[config.mk]
export PLATFORM = sky130hd
export DESIGN_NAME = imm_ram
export DESIGN_NICKNAME = d
export VERILOG_FILES = /design/src/design/imm_ram.sv
export SDC_FILE = /design/constraint.sdc
export NUM_CORES = 2
export LEC_CHECK = 0
export BUFFER_PORTS_ARGS = -buffer_cell sky130_fd_sc_hd__buf_4
export CAP_MARGIN = 5
export CORE_ASPECT_RATIO = 1.1
export CORE_MARGIN = 4
export CORE_UTILIZATION = 55
export CTS_BUF_LIST = sky130_fd_sc_hd__clkbuf_8
export CTS_CLUSTER_DIAMETER = 120
export DETAILED_ROUTE_END_ITERATION = 6
export HOLD_SLACK_MARGIN = 0.05
export PLACE_DENSITY = 0.73
export SLEW_MARGIN = 0
export SYNTH_ARGS = -nofsm -noshare
export SYNTH_HDL_FRONTEND = slang
export SYNTH_SLANG_ARGS = --single-unit
[constraint.sdc]
create_clock -name clock -period 2 [get_ports clock]
set_clock_uncertainty 0.05 [all_clocks]
set_input_delay 0.1 -clock clock [delete_from_list [all_inputs] [get_ports clock]]
set_output_delay 0.1 -clock clock [all_outputs]
set_load 0.03 [all_outputs]
[src/design/imm_ram.sv]
// simple dual-port memory, one write port and one registered read port
module imm_ram #(
   parameter int DEPTH = 256,
   parameter int AW    = 8,
   parameter int DW    = 8
) (
   input  logic          clock,
   input  logic          wr_en,
   input  logic [AW-1:0] wr_addr,
   input  logic [DW-1:0] wr_data,
   input  logic          rd_en,
   input  logic [AW-1:0] rd_addr,
   output logic [DW-1:0] rd_data
);

   logic [DW-1:0] mem [DEPTH];
   logic [DW-1:0] rd_data_ff;

   always_ff @(posedge clock) begin
      if (wr_en) begin
         mem[wr_addr] <= wr_data;
      end
   end

   always_ff @(posedge clock) begin
      if (rd_en) begin
         rd_data_ff <= mem[rd_addr];
      end
   end

   assign rd_data = rd_data_ff;

endmodule

After elaboration in Yosys (flattened, before gate mapping)
Memory sizes are Yosys's and may differ from the RTL's. A register that Yosys moved wholly into a read port is not among the register bits.
Cells that the tools add are included.
{"block": "op_classes", "n_mux": 2}
{"cell": "$mux W1", "n": 2}
{"block": "totals", "in_bits": 27, "output_inout_bits": 8, "word_cells": 3, "memories": 1, "register_bits": 0, "ramBits": 2048}
{"memory": "mem", "words": 256, "width": 8, "read_ports": 1, "rd_clocked_by_memory_dff": 1, "wr": 1, "line_no": "16", "source": "logic [DW-1:0] mem [DEPTH];"}

Logic depth before layout (Yosys ltp)
{"block": "depth", "depth_word": 2, "depth_mapped": 11, "depth_no_buf": 6}

Worst setup path before layout
Ideal clock, no wire load.
{"block": "synth_timing", "kind": "input -> register", "start": "input rd_addr[0]", "end": "register rd_data_ff[2], in the netlist rd_data[2], read port of mem, data pin", "path_stages": 9, "n_path_buf": 4, "t_required_ns": 1.681, "setup_ns": 0.269, "slack_ns": -0.226, "arrival_ns": 1.907, "path_cell_list": "buf_6 buf_12 buf_8 buf_2 mux4_2 a22oi_1 a21oi_1 nor4_1 nor4_2"}
{"element": "start: declaration", "line_no": "12", "source": "input logic [AW-1:0] rd_addr,"}
{"element": "end: declaration", "line_no": "17", "source": "logic [DW-1:0] rd_data_ff;"}

==> flow_metrics.env <==
export IMPL_cts_made_buffers=320
export IMPL_setup_violations=9
export IMPL_track_usage_pct=26.34
export IMPL_layout_nets=4596
export IMPL_grt_setup_unrepaired="true"
export IMPL_failed_checks="setup timing"
export IMPL_criticalPathCategory="reg -> reg"
export IMPL_endpoint_kind="register"
export IMPL_synth_cell_types=54
export IMPL_synth_edf_count=2056
export IMPL_tightest_slew_ns=0.8977
export IMPL_synthArstFlopShare_pct=0
export IMPL_p_per_area_nw_per_um2=896.5
export IMPL_drc_errors=0
export IMPL_swShare_pct=21.82
export IMPL_hold_viol=0
export IMPL_fp_dieArea_um2=151000
export IMPL_fin_crit_sh_pct=119.9
export IMPL_final_cell_mix="2056 x edfxtp_1, 601 x buf_4, 454 x mux4_2, 328 x clkbuf_8, 257 x nor2_1"
export IMPL_die_w_um=370.8
export IMPL_cts_htree_levels=5
export IMPL_critPathLaunchType="register"
export IMPL_initial_utilization_pct=55.32
export IMPL_syn_num_nets=3760
export IMPL_wl_mm=195.4
export IMPL_vias=41990
export IMPL_fmax_mhz=416.9
export IMPL_cts_path_max_buffers=4
export IMPL_yosysWarnings=0
export IMPL_path_delay_family="multiplexers"
export IMPL_drt_iter0_drc=5743
export IMPL_cts_tree="yes"
export IMPL_internal_power_uw=65700
export IMPL_status="finished with violations"
export IMPL_clkLatencyLatePin_ns=1.01
export IMPL_p_comb_share_pct=6.2
export IMPL_clock_sinks=2056
export IMPL_grt_pass1_wl_mm=287.3
export IMPL_slew_headroom_pct=39.93
export IMPL_final_layout_size_suffix_gt1_share_pct=34.24
export IMPL_first_pass_iters=6
export IMPL_die_h_um=407.1
export IMPL_power_frac_seq_pct=56.6
export IMPL_arrival_ns=3.08
export IMPL_crit_chain="mux4_2 > a22oi_1 > a31oi_1 > nor4_2 > buf_4 > nor4_2"
export IMPL_slew_violations=0
export IMPL_grt_ovfl_total=0
export IMPL_dp_hpwl_mm=127.3
export IMPL_vias_per_cell=6.265
export IMPL_coreArea_um2=143900
export IMPL_wire_per_inst_um=29.16
export IMPL_area_growth_syn_to_layout_pct=17.71
export IMPL_ant_nets=0
export IMPL_fin_crit_ns=2.399
export IMPL_hp_class="in -> reg"
export IMPL_whs_ns=0.1680
export IMPL_critPathBufInv=1
export IMPL_cts_clk_slew_worst_paths_ns=0.06
export IMPL_maxCapViolCount=0
export IMPL_synth_ff_type="edfxtp_1"
export IMPL_synthTopCellsByArea="edfxtp_1 78%, mux4_2 13%, mux2i_1 1.7%, nor2_1 1.3%, a22oi_1 1.3%"
export IMPL_io_buffers=34
export IMPL_antenna_found_initial=14
export IMPL_final_common_cell="edfxtp_1"
export IMPL_cp_slowest_stage_delay_ns=0.51
export IMPL_final_setup_tns_ns=-2.682
export IMPL_synth_top_cell_area_share_pct=77.53
export IMPL_ys_ff_latch=2056
export IMPL_syn_avg_cell_area_um2=21.33
export IMPL_p_sw_uw=18340
export IMPL_grt_start_max_net_pins=87
export IMPL_p_clk_share_pct=37.2
export IMPL_cts_root_buf="clkbuf_8"
export IMPL_grt_pass1_vias=43050
export IMPL_rows=146
export IMPL_leakage_uw=0.03075
export IMPL_yosysSeqAreaShare_pct=77.53
export IMPL_worst_path_max_delay_cell="mux4_2"
export IMPL_synth_area_leader_cell="edfxtp_1"
export IMPL_cp_max_fo=1
export IMPL_crit_top_cell="nor4_2"
export IMPL_io_pins=35
export IMPL_ir_worst_vdd_v=0.0006252
export IMPL_syn_inst=3733
export IMPL_power_uw=84040
export IMPL_dpl_worst_slack_ns=-1.535
export IMPL_syn_area_um2=79640
export IMPL_required_ns=2.68
export IMPL_setup_slack_ns=-0.3987
export IMPL_gp_congestion=0.9110
-- synthesized netlist by cell type, drive strengths merged, types with 31 or more instances --
cell type	instances
mux2i	134
nand2	33
edfxtp	2056
a22oi	133
nor2b	31
clkbuf	111
o221ai	47
a21oi	96
nor2	282
nand3	34
mux4	456
buf	122
-- flip-flops by register name, indices dropped and copies added, names as in the netlist --
signal and count:
mem 2048, rd_data 8
-- worst reg2reg max path: cells and delay by family (launching register included) --
family	cells	cell delay [ns]
muxes	1	0.51
buffers and inverters	1	0.23
DFF	1	0.37
AOI/OAI and AO/OA	2	0.50
and+or+nand+nor	2	0.49
-- what timing repair did --
item                                    4_1_cts  5_1_grt
hold buffers                                 30        0
buffers inserted                              0        0
resized for setup                            55       53
endpoints found under the setup margin       10      272
endpoints found under the hold margin      3985        0
pin swaps                                    22       14
-- cell type report --
type / instances / area (um2)
fillers: 9160 / 50200
diodes: 9 / 22.52
multi-input cells: 1442 / 17040
clock inverters: 197 / 1018
repair buffers: 747 / 7032
flip-flops and latches: 2056 / 61740
inverters: 2 / 7.507
well taps: 1924 / 2407
clock buffers: 325 / 4473
-- kinds of logic (layout without fill, tap and decap cells) --
family | after synthesis | after routing | synth area share (%)
other cells | 0 | 9 | 0
simple gates | 466 | 466 | 2.625
flops | 2056 | 2056 | 77.53
compound gates | 385 | 385 | 3.416
mux | 591 | 591 | 14.60
buf+inv | 235 | 1271 | 1.829
-- per-stage QoR --
step | util [%] | instances | area, um2
floorplan | - | 3733 | 79920
global placement | 60.70 | 6143 | 87380
detailed placement | 60.70 | 6143 | 87380
CTS | 64.94 | 6694 | 93480
global route | 65.11 | 6695 | 93730
finish | 65.12 | 6702 | 93740
-- metal layers --
metal  wire (um)  part of all wire [%]  GRT usage (%)  vias to the layer above
li1            -                     -              -                    17400
met1       72080                    37          35.99                    21670
met2       96610                    49          41.89                     2495
met3       19760                    10          5.848                      413
met4        6938                   3.5          10.68                        8
met5          50                 0.026              0                        -
-- final timing paths --
path            endpoint   startpoint  slack [ns]  depth (start not counted)
max           rd_data[3]  mem[191][3]       -0.40                          6
min          mem[217][3]   wr_data[3]        0.17                          2
max reg2reg   rd_data[3]  mem[191][3]       -0.40                          6
min reg2reg   rd_data[2]  mem[190][2]        1.11                          5
-- power groups by stage --
stage,clock network [uW],logic [uW],registers [uW]
2_1_floorplan,0,2380,48500
3_3_place_gp,0,4870,48500
3_5_place_dp,0,4950,48500
4_1_cts,31800,5130,47600
5_1_grt,34000,5440,47600
6_report,31300,5200,47600
Note: power is estimated with default switching activity, not from simulation.
