$ cat config.mk
export PLATFORM = sky130hd
export DESIGN_NAME = imm_mac
export DESIGN_NICKNAME = d
export VERILOG_FILES = /design/src/design/imm_pkg.sv /design/src/design/imm_mac.sv
export SDC_FILE = /design/constraint.sdc
export NUM_CORES = 1
export LEC_CHECK = 0
export ABC_CLOCK_PERIOD_IN_PS = 13750
export BUFFER_PORTS_ARGS = -buffer_cell sky130_fd_sc_hd__buf_2
export CORE_UTILIZATION = 51
export CTS_CLUSTER_SIZE = 8
export DETAILED_ROUTE_END_ITERATION = 12
export GPL_TIMING_DRIVEN = 0
export PLACE_DENSITY_LB_ADDON = 0.12
export SLEW_MARGIN = 20
export SYNTH_ARGS = -nofsm -noshare
export SYNTH_HDL_FRONTEND = slang
export SYNTH_SLANG_ARGS = --single-unit
$ cat constraint.sdc
create_clock -name clock -period 13.75 [get_ports clock]
set_input_delay 0.6875 -clock clock [delete_from_list [all_inputs] [get_ports clock]]
set_output_delay 0.6875 -clock clock [all_outputs]
set_load 0.02 [all_outputs]
$ cat src/design/imm_pkg.sv
// shared types, constants and register indexes for the int8 matrix multiply
package imm_pkg;

   localparam int MAX_COLUMNS_DEF = 16;
   localparam int MAX_LENGTH_DEF  = 256;
   localparam int RESULT_LIMIT    = 16;

   localparam int VAL_W      = 8;
   localparam int PROD_W     = 16;
   localparam int SUM_W      = 24;
   localparam int COL_W      = 4;
   localparam int POS_W      = 8;
   localparam int K_LEN_W    = 9;
   localparam int C_LEN_W    = 5;
   localparam int CSR_IDX_W  = 1;
   localparam int CSR_DATA_W = 9;

   localparam logic [CSR_IDX_W-1:0] CSR_K_LEN = 1'b0;
   localparam logic [CSR_IDX_W-1:0] CSR_C_LEN = 1'b1;

   localparam logic [K_LEN_W-1:0] K_LEN_RST = 9'd256;
   localparam logic [C_LEN_W-1:0] C_LEN_RST = 5'd16;

   localparam logic KIND_WEIGHT = 1'b0;
   localparam logic KIND_ACT    = 1'b1;

   typedef struct packed {
      logic                    kind;
      logic [COL_W-1:0]        column;
      logic [POS_W-1:0]        position;
      logic signed [VAL_W-1:0] value;
   } req_type;

   typedef struct packed {
      logic [COL_W-1:0]        out_column;
      logic signed [SUM_W-1:0] dot_sum;
      logic                    row_last;
   } rsp_type;

   // control for the multiply-accumulate stage, aligned with memory read data
   typedef struct packed {
      logic valid;
      logic first;
   } mac_ctl_type;

endpackage

$ cat src/design/imm_mac.sv
// signed 8x8 multiply with a wrapping 24-bit accumulator
module imm_mac (
   input  logic                            clock,
   input  imm_pkg::mac_ctl_type            ctl,
   input  logic signed [imm_pkg::VAL_W-1:0] act,
   input  logic signed [imm_pkg::VAL_W-1:0] wgt,
   output logic signed [imm_pkg::SUM_W-1:0] acc
);

   logic signed [imm_pkg::PROD_W-1:0] prod;
   logic signed [imm_pkg::SUM_W-1:0]  acc_ff;
   logic signed [imm_pkg::SUM_W-1:0]  acc_in;

   assign prod = act * wgt;

   // first product of a column restarts the sum
   assign acc_in = (ctl.first ? '0 : acc_ff) + imm_pkg::SUM_W'(prod);

   always_ff @(posedge clock) begin
      if (ctl.valid) begin
         acc_ff <= acc_in;
      end
   end

   assign acc = acc_ff;

endmodule

Yosys cells after proc, flatten, opt, wreduce, memory -nomap -nowiden:

Index checks and enable logic that the tools add are counted.

* register bits after elaboration: 24
* input bits: 19
* output and inout port bits: 24
* logic and storage cells: 4

* add/subtract/negate cells: 1
* $mul: 1
* mux-type cells: 1

Operators with widths (number)
* $add 24x24->24: 1
* $mux 24: 1
* $mul 8x8->16: 1

Depth between registers and ports, before layout:

Gate-level depths: netlist of run 1.

* word-level depth: 2
* mapped depth: 27
* gate-level depth less buffers: 27

Worst setup path after synthesis of run 1:

No wires, ideal clock.

* path type: input -> register
* start: input port wgt[3] (netlist name)
* end: register acc_ff, in the netlist acc[22], data pin
* arrival time: 6.131 ns
* required time: 13.570 ns
* path slack: 7.439 ns
* stages on the path: 24
* path through: and2_1 -> fa_1 -> inv_1 -> fa_1 -> inv_1 -> fa_1 -> inv_1 -> fa_1 -> inv_1 -> ha_1 -> and3_1 -> nand3_1 -> a21o_1 -> a21o_1 -> and2_1 -> buf_4 -> inv_1 -> ha_1 -> a21oi_1 -> o21ai_0 -> or2_2 -> o221a_4 -> o21a_1 -> o311ai_1

* longest elaborated chain between the ends: 2

Ends and longest elaborated chain
* start: declaration: RTL line imm_mac.sv:6 `input logic signed [imm_pkg::VAL_W-1:0] wgt,`
* $mul 8x8->16: RTL line imm_mac.sv:14 `assign prod = act * wgt;`
* $add 24x24->24: RTL line imm_mac.sv:17 `assign acc_in = (ctl.first ? '0 : acc_ff) + imm_pkg::SUM_W'(prod);`
* via acc_in, one bit: RTL line imm_mac.sv:12 `logic signed [imm_pkg::SUM_W-1:0] acc_in;`
* end signal: assignment: RTL line imm_mac.sv:21 `acc_ff <= acc_in;`
* end: declaration: RTL line imm_mac.sv:11 `logic signed [imm_pkg::SUM_W-1:0] acc_ff;`

The timed path passes the listed nets, and every way through them passes these cells.
A chain may end at the register's enable or synchronous reset.

Worst setup path in the final report of run 1:

Ends and elaborated chain as after synthesis.

==> results of run 1 <==
-- cell usage in the layout (no fill, tap or decap), types with 2 or more instances in the layout --
cell type,count
o21a_1,2
ha_1,51
clkbuf_8,3
or2_2,4
o22ai_1,2
mux2i_1,3
fa_1,56
xnor2_1,30
nand2b_1,6
and4_1,2
nand2_1,18
edfxtp_1,24
nor2_1,18
inv_1,99
a21o_1,10
nand3_1,7
buf_2,42
o21ai_0,11
a21oi_1,24
o21bai_1,4
and2_1,46
o31a_1,2
nor3_1,5
clkbuf_1,2
xor2_1,8
o211ai_1,3
and3_1,4
nor2b_1,32
or3_1,2
o221ai_1,2
nor3b_1,2
-- logic make-up (layout without fill, tap and decap cells) --
kind of cell	Yosys count	in the layout	synth area share, %
xor+xnor	38	38	7.266
simple gates	149	149	18.33
mux	4	4	0.9014
compound gates	73	73	10.93
fa+ha+maj	107	107	38.40
flops	24	24	15.73
buf+inv	102	147	8.441
-- per-stage QoR --
stage	util [%]	hold slack, ps
after global placement	56.48	642.0
final	56.96	675.2
after CTS	56.96	687.4
after floorplan	-	770.3
after global routing	56.96	748.8
after detailed placement	56.48	665.8
-- final timing paths --
kind,from,to,cells after the start
max,wgt[3],acc[22]$_DFFE_PP_,25
min,acc[23]$_DFFE_PP_,acc[23]$_DFFE_PP_,2
max reg2reg,acc[0]$_DFFE_PP_,acc[22]$_DFFE_PP_,12
min reg2reg,acc[23]$_DFFE_PP_,acc[23]$_DFFE_PP_,2
-- cell type report --
type,count,area [µm²],share of cell area (%)
multi-input cells,371,3473,69.92
flip-flops and latches,24,720.7,14.51
inverters,99,371.6,7.481
repair buffers,42,210.2,4.232
well taps,108,135.1,2.720
clock buffers,3,41.29,0.8312
plain buffers,3,15.01,0.3023
-- worst max-delay path, delay by kind of cell --
kind / cells / cell delay (ps)
AO/OA/AOI/OAI: 7 / 1370
adder cells (fa/ha/maj): 6 / 2890
AND/OR/NAND/NOR: 5 / 940
buffers and inverters: 7 / 880
-- routing by layer --
layer  routed length, µm  global-route usage (%)  share of wire, %
met3                 238                   2.095               2.7
met1                4248                   28.26                48
met2                4342                   36.46                49
met5                   0                       0                 0
met4                  82                   2.870              0.92
==> impl_metrics.ini, run 1 <==
[outcome]
outcome = finished clean

[timing]
setup_violations = 0
tns_ps = 0
hold_violations = 0
report.final.slew_viol_count = 0
rsz0062_at_grt = false
slew_headroom_pct = 60.43
setup_slack_ps = 7061
worst_pin_slew_ps = 593.5
clock.fmax_mhz = 149.5
worst_clock_skew_ps = 5.442
layout_min_cycle_time_ps = 6689
fin_crit_sh_pct = 48.65

[clock_tree]
cts-root-buf = clkbuf_8
cts_resized = 0
cts.hold.buffers_added = 0
cts_tree = yes
htreeDepth = 1
cts_sinks = 24
cts_inserted_buffers = 3
clk_latency_ps = 270
clock_path_buffers = 2
cts.clk_slew.worst_paths_ps = 90
cts_setup_buffers = 0

[placement]
place_area_um2 = 4926
port_buffers = 42
gp_congestion = 0.8104
hpwl_um = 7398
place_inst = 647
pre_cts_ws_ps = 6794

[setup_path]
path_common_cell = inv_1
end_kind = register
slowest_delay_ps = 620
worstPathArrival_ps = 6780
cp-start-kind = input port
cp.required_ps = 13840
critPathKind = in -> reg
cpMaxStageDelayCell = fa_1
rrSetupSlack_ps = 10350
critPathMaxFanout = 9

[floorplanning]
num_rows = 34
die_x_um = 96.77
dieHeight_um = 96.77
pin_count = 43
initial_core_util_pct = 52.53
die_area_um2 = 9364
core_um2 = 8721

[final_layout]
final_cell_area_um2 = 4967
finalNetCount = 670
fin_cells = 650
syn_to_final_growth_pct = 8.440
fillCellCount = 828
antenna_cells = 0
drive_above_1_share_pct = 10.52
largest_reg_flops = 24

[routing]
drt_iter0_markers = 129
drc = 0
ant_nets = 0
drtPass1Iterations = 5
viasPerCell = 5.365
totalWireLength_um = 8911
post_drt_wl_per_cell_um = 13.71
num_vias = 3487

[synth]
synth_area_leaders = fa_1, edfxtp_1, ha_1
syn-num-nets = 623
synthMostInstantiatedCell = inv_1
synth_edf_count = 24
synthFlopType = edfxtp_1
synthTopCellsByCount = inv_1, fa_1, ha_1, and2_1, nor2b_1
synth_cell_types = 47
synthCells = 497
yosysTopAreaCellShare_pct = 24.47
yosysTopAreaCell = fa_1
postSynth.asyncResetShare_pct = 0
yosys_warnings = 0
synthesis.area_um2 = 4581
ys_ff_latch = 24
yosysSeqAreaShare_pct = 15.73
syn_avg_cell_area_um2 = 9.217

[global_routing]
grt_pass1_wl_um = 16130
grtUsageTotal_pct = 20.72
grt_max_degree = 25
grt_pass1_vias = 3670
grt-ovfl-total = 0
antenna_found_initial = 0

[hold_path]
hold_path.class = reg -> reg

[flow_run]
max_cap_viol_count = 0
Power of run 1 is left out: the tool's default activity adds up to more than one toggle a clock period on the data nets, which glitch-free logic cannot reach.
==> inputs of run 2 (changes only) <==
--- a/config.mk
+++ b/config.mk
@@ -5,7 +5,7 @@
 export SDC_FILE = /design/constraint.sdc
 export NUM_CORES = 1
 export LEC_CHECK = 0
-export ABC_CLOCK_PERIOD_IN_PS = 13750
+export ABC_CLOCK_PERIOD_IN_PS = 6000
 export BUFFER_PORTS_ARGS = -buffer_cell sky130_fd_sc_hd__buf_2
 export CORE_UTILIZATION = 51
 export CTS_CLUSTER_SIZE = 8
==> constraint.sdc (replaced) <==
create_clock -name clock -period 6 [get_ports clock]
set_input_delay 0.3 -clock clock [delete_from_list [all_inputs] [get_ports clock]]
set_output_delay 0.3 -clock clock [all_outputs]
set_load 0.02 [all_outputs]
==> run 2 against run 1 <==
Against the previous run:
- worst setup slack got worse by 6800 ps
- utilization grew 3.9 points
- global-route usage is 0.16 points higher
- critical endpoint is now acc[23]$_DFFE_PP_
==> impl_metrics.ini, run 2 (synthesis results as in run 1) <==
[outcome]
outcome = finished clean

[timing]
layout_min_cycle_time_ps = 5760
hold_violations = 0
clock.fmax_mhz = 173.6
report.final.slew_viol_count = 0
worst_clock_skew_ps = 6.447
fin_crit_sh_pct = 96.00
setup_violations = 0
slew_headroom_pct = 60.23
tns_ps = 0
setup_slack_ps = 239.8
worst_pin_slew_ps = 596.5

[clock_tree]
clock_path_buffers = 2
cts-root-buf = clkbuf_8
cts_inserted_buffers = 3
cts_tree = yes
cts_sinks = 24
htreeDepth = 1
cts.hold.buffers_added = 0
clk_latency_ps = 270
cts.clk_slew.worst_paths_ps = 90

[final_layout]
most-common-layout-cells = inv_1, fa_1, and2_1
fin_cells = 665
layout_commonest_cell = inv_1
largest_reg_flops = 24
finalNetCount = 685
syn_to_final_growth_pct = 15.84
antenna_cells = 0
drive_above_1_share_pct = 19.39
final_cell_area_um2 = 5306

[placement]
gp_congestion = 0.8104
place_inst = 647
place_area_um2 = 4926
port_buffers = 42
hpwl_um = 7398
pre_cts_ws_ps = -568.5

[floorplanning]
num_rows = 34
initial_core_util_pct = 52.53
die_x_um = 96.77
dieHeight_um = 96.77
core_um2 = 8721
pin_count = 43
die_area_um2 = 9364

[routing]
totalWireLength_um = 9364
drtPass1Iterations = 4
ant_nets = 0
post_drt_wl_per_cell_um = 14.08
viasPerCell = 5.367
num_vias = 3569
drt_iter0_markers = 79
drc = 0

[setup_path]
end_kind = register
worstPathArrival_ps = 5790
slowest_delay_ps = 530
cp-start-kind = input port
cpLargestDelayFamily = adder cells
cpMaxStageDelayCell = fa_1
critPathKind = in -> reg
cp.required_ps = 6030
critPathMaxFanout = 8
crit_buf_inv = 8
rrSetupSlack_ps = 2680

[global_routing]
grt_pass1_vias = 3700
grtUsageTotal_pct = 20.87
grt-ovfl-total = 0
antenna_found_initial = 0
grt_max_degree = 25
grt_pass1_wl_um = 16280

[hold_path]
hold_path.class = in -> reg

[flow_run]
max_cap_viol_count = 0
==> run 2: cell count changes in the layout (fill, tap and decap cells not counted), moves of 3 or more <==
cell     change
ha_4         +9
o21ai_0      -3
and2_4       +3
and2_1       -3
o21ai_1      +3
a21oi_1      -7
buf_4       +13
ha_1        -12
a21oi_2      +6
ha_2         +3
==> run 2: repair_timing <==
item	4_1_cts	5_1_grt
pin swaps	4	18
hold endpoints to repair	0	0
resized for setup	9	40
buffers inserted	5	10
endpoints found under the setup margin	5	7
==> run 2: final cells by class <==
cell class	instances	area [µm²]
sequential	24	720.7
multi-input combinational	371	3686
inverter	99	375.4
clock buffer	3	41.29
buffer	3	18.77
fill	784	3415
timing repair buffer	57	329.1
tap	108	135.1
==> run 2: metrics by stage <==
stage	util [%]	hold slack [ps]
floorplan	-	412.5
global placement	56.48	642.0
detailed placement	56.48	665.8
CTS	58.02	577.7
global route	60.85	580.7
finish	60.85	568.1
==> run 2: final timing paths <==
kind / startpoint / endpoint / depth (start not counted)
worst max-delay path: act[3] / acc[23]$_DFFE_PP_ / 27
worst max register to register: acc[0]$_DFFE_PP_ / acc[22]$_DFFE_PP_ / 12
worst min-delay path: ctl[1] / acc[0]$_DFFE_PP_ / 1
worst min register to register: acc[23]$_DFFE_PP_ / acc[23]$_DFFE_PP_ / 2
==> run 2: worst reg2reg max path, delay by kind of cell (launching register included) <==
family	cells	cell delay, ps
adder cells (fa/ha/maj)	2	640
flip-flops	1	380
AO/OA/AOI/OAI	7	1600
AND/OR/NAND/NOR	3	520
==> run 2: metal layers <==
metal	part of all wire, %	track usage, %	vias up
li1	-	-	1735
met1	47	28.16	1778
met2	50	37.22	48
met3	2.0	2.095	8
met4	0.93	2.641	0
met5	0	0	-
Power of run 2 is left out for the same reason.
==> inputs of run 3 (changes only) <==
--- a/config.mk
+++ b/config.mk
@@ -5,7 +5,7 @@
 export SDC_FILE = /design/constraint.sdc
 export NUM_CORES = 1
 export LEC_CHECK = 0
-export ABC_CLOCK_PERIOD_IN_PS = 6000
+export ABC_CLOCK_PERIOD_IN_PS = 5000
 export BUFFER_PORTS_ARGS = -buffer_cell sky130_fd_sc_hd__buf_2
 export CORE_UTILIZATION = 51
 export CTS_CLUSTER_SIZE = 8
==> constraint.sdc (replaced) <==
create_clock -name clock -period 5 [get_ports clock]
set_input_delay 0.25 -clock clock [delete_from_list [all_inputs] [get_ports clock]]
set_output_delay 0.25 -clock clock [all_outputs]
set_load 0.02 [all_outputs]
==> run 3 against run 2 <==
Against the previous run:
- the run now ends with setup timing left
- global-route usage up 1.2 points
- register-to-register slack got worse by 1000 ps
- final cell count increased by 2.7%
- final area is 8.0% higher
- clock-buffer cell count is the same
- worst setup slack lost 660 ps
- non-clock buffer count increased by 18
- sequential share of layout area decreased by 1.0 points
==> impl_metrics.ini, run 3 (synthesis results as in run 1) <==
[timing]
report.final.slew_viol_count = 0
rsz0062_at_grt = true
worst_pin_slew_ps = 594.3
slew_headroom_pct = 60.38
setup_violations = 7
clock.fmax_mhz = 184.3
hold_violations = 0
whs_ps = 463.4
setup_slack_ps = -424.9
worst_clock_skew_ps = 3.759
fin_crit_sh_pct = 108.5
layout_min_cycle_time_ps = 5425

[setup_path]
slowest_delay_ps = 520
end_kind = register
cp-start-kind = input port
cp.required_ps = 5000
path_common_cell = fa_1
critPathMaxFanout = 6
critPathKind = in -> reg
worstPathArrival_ps = 5430
cpMaxStageDelayCell = fa_1

[final_layout]
antenna_cells = 0
layout_commonest_cell = inv_1
largest_reg_flops = 24
drive_above_1_share_pct = 29.22
syn_to_final_growth_pct = 25.13
fillCellCount = 731
finalNetCount = 703
multi_input_area_um2 = 3891
most-common-layout-cells = inv_1, fa_1, ha_1
ff_latch_area_um2 = 720.7

[clock_tree]
clock_path_buffers = 2
cts-root-buf = clkbuf_8
cts.clk_slew.worst_paths_ps = 90
htreeDepth = 1
cts_sinks = 24
clk_latency_ps = 270
cts_tree = yes
cts_inserted_buffers = 3
cts.hold.buffers_added = 0

[global_routing]
grtUsageTotal_pct = 22.04
grt-busiest-layer = met2
grt_pass1_wl_um = 17220
use_met2_pct = 38.30
grt_pass1_vias = 3843
antenna_found_initial = 0
grt-ovfl-total = 0
met1_usage_pct = 30.41
grt_max_degree = 25
use_met3_pct = 2.240

[routing]
num_vias = 3608
drt_iter0_markers = 95
drc = 0
ant_nets = 0
post_drt_wl_per_cell_um = 13.96
drtPass1Iterations = 4
totalWireLength_um = 9534
viasPerCell = 5.283

[floorplanning]
dieHeight_um = 96.77
pin_count = 43
die_x_um = 96.77
core_um2 = 8721
initial_core_util_pct = 52.53
die_area_um2 = 9364
num_rows = 34

[outcome]
outcome = complete, but fails checks
violations = setup timing

[placement]
hpwl_um = 7435
port_buffers = 42
gp_congestion = 0.8437

[hold_path]
hold_path.class = in -> reg

[flow_run]
max_cap_viol_count = 0
-- run 3: changes by cell type in the layout (fill, tap and decap cells not counted), sizes merged --
| cell | delta |
|---|---|
| buf | +15 |
| clkbuf | +3 |
-- run 3: repair_timing --
action                     CTS  global route
setup endpoints to repair   10            12
resized for setup           47            40
setup buffers               25             9
pin swaps                   54            52
-- run 3: worst paths after layout --
check / cells after the start / slack, ps / start / end
setup / recovery: 25 / -420 / wgt[3] / acc[22]$_DFFE_PP_
hold / removal: 3 / 460 / wgt[0] / acc[0]$_DFFE_PP_
setup reg to reg: 12 / 1680 / acc[0]$_DFFE_PP_ / acc[22]$_DFFE_PP_
hold reg to reg: 2 / 650 / acc[23]$_DFFE_PP_ / acc[23]$_DFFE_PP_
-- run 3: area by class of cell --
class | count | share of cell area [%]
Multi-Input combinational cell | 371 | 67.89
Sequential cell | 24 | 12.57
Timing Repair Buffer | 75 | 9.583
Inverter | 99 | 6.549
Tap cell | 108 | 2.358
Clock buffer | 3 | 0.7204
Buffer | 3 | 0.3274
-- run 3: critical path, delay by kind of cell --
kind | cells | cell delay, ps
AOI/OAI and AO/OA | 8 | 1360
adders and majority gates | 6 | 2520
buffers and inverters | 7 | 590
and+or+nand+nor | 4 | 730
-- run 3: layer usage --
metal	part of all wire (%)	vias to the layer above
met2	51	46
li1	-	1765
met4	0.51	0
met5	0	-
met3	2.1	6
met1	46	1791
-- run 3: per-stage QoR --
step           utilization, %  setup slack, ps  area, µm²  instances  TNS (ps)
2_1_floorplan               -           -361.5       4758        497     -1720
3_3_place_gp            58.52           -945.8       5104        647     -6519
3_5_place_dp            58.52            -1023       5104        647     -7311
4_1_cts                 63.26           -483.3       5517        674     -2574
6_report                65.72           -424.9       5732        683     -2411
5_1_grt                 65.72           -685.6       5732        683     -4528
Power of run 3 is left out for the same reason.
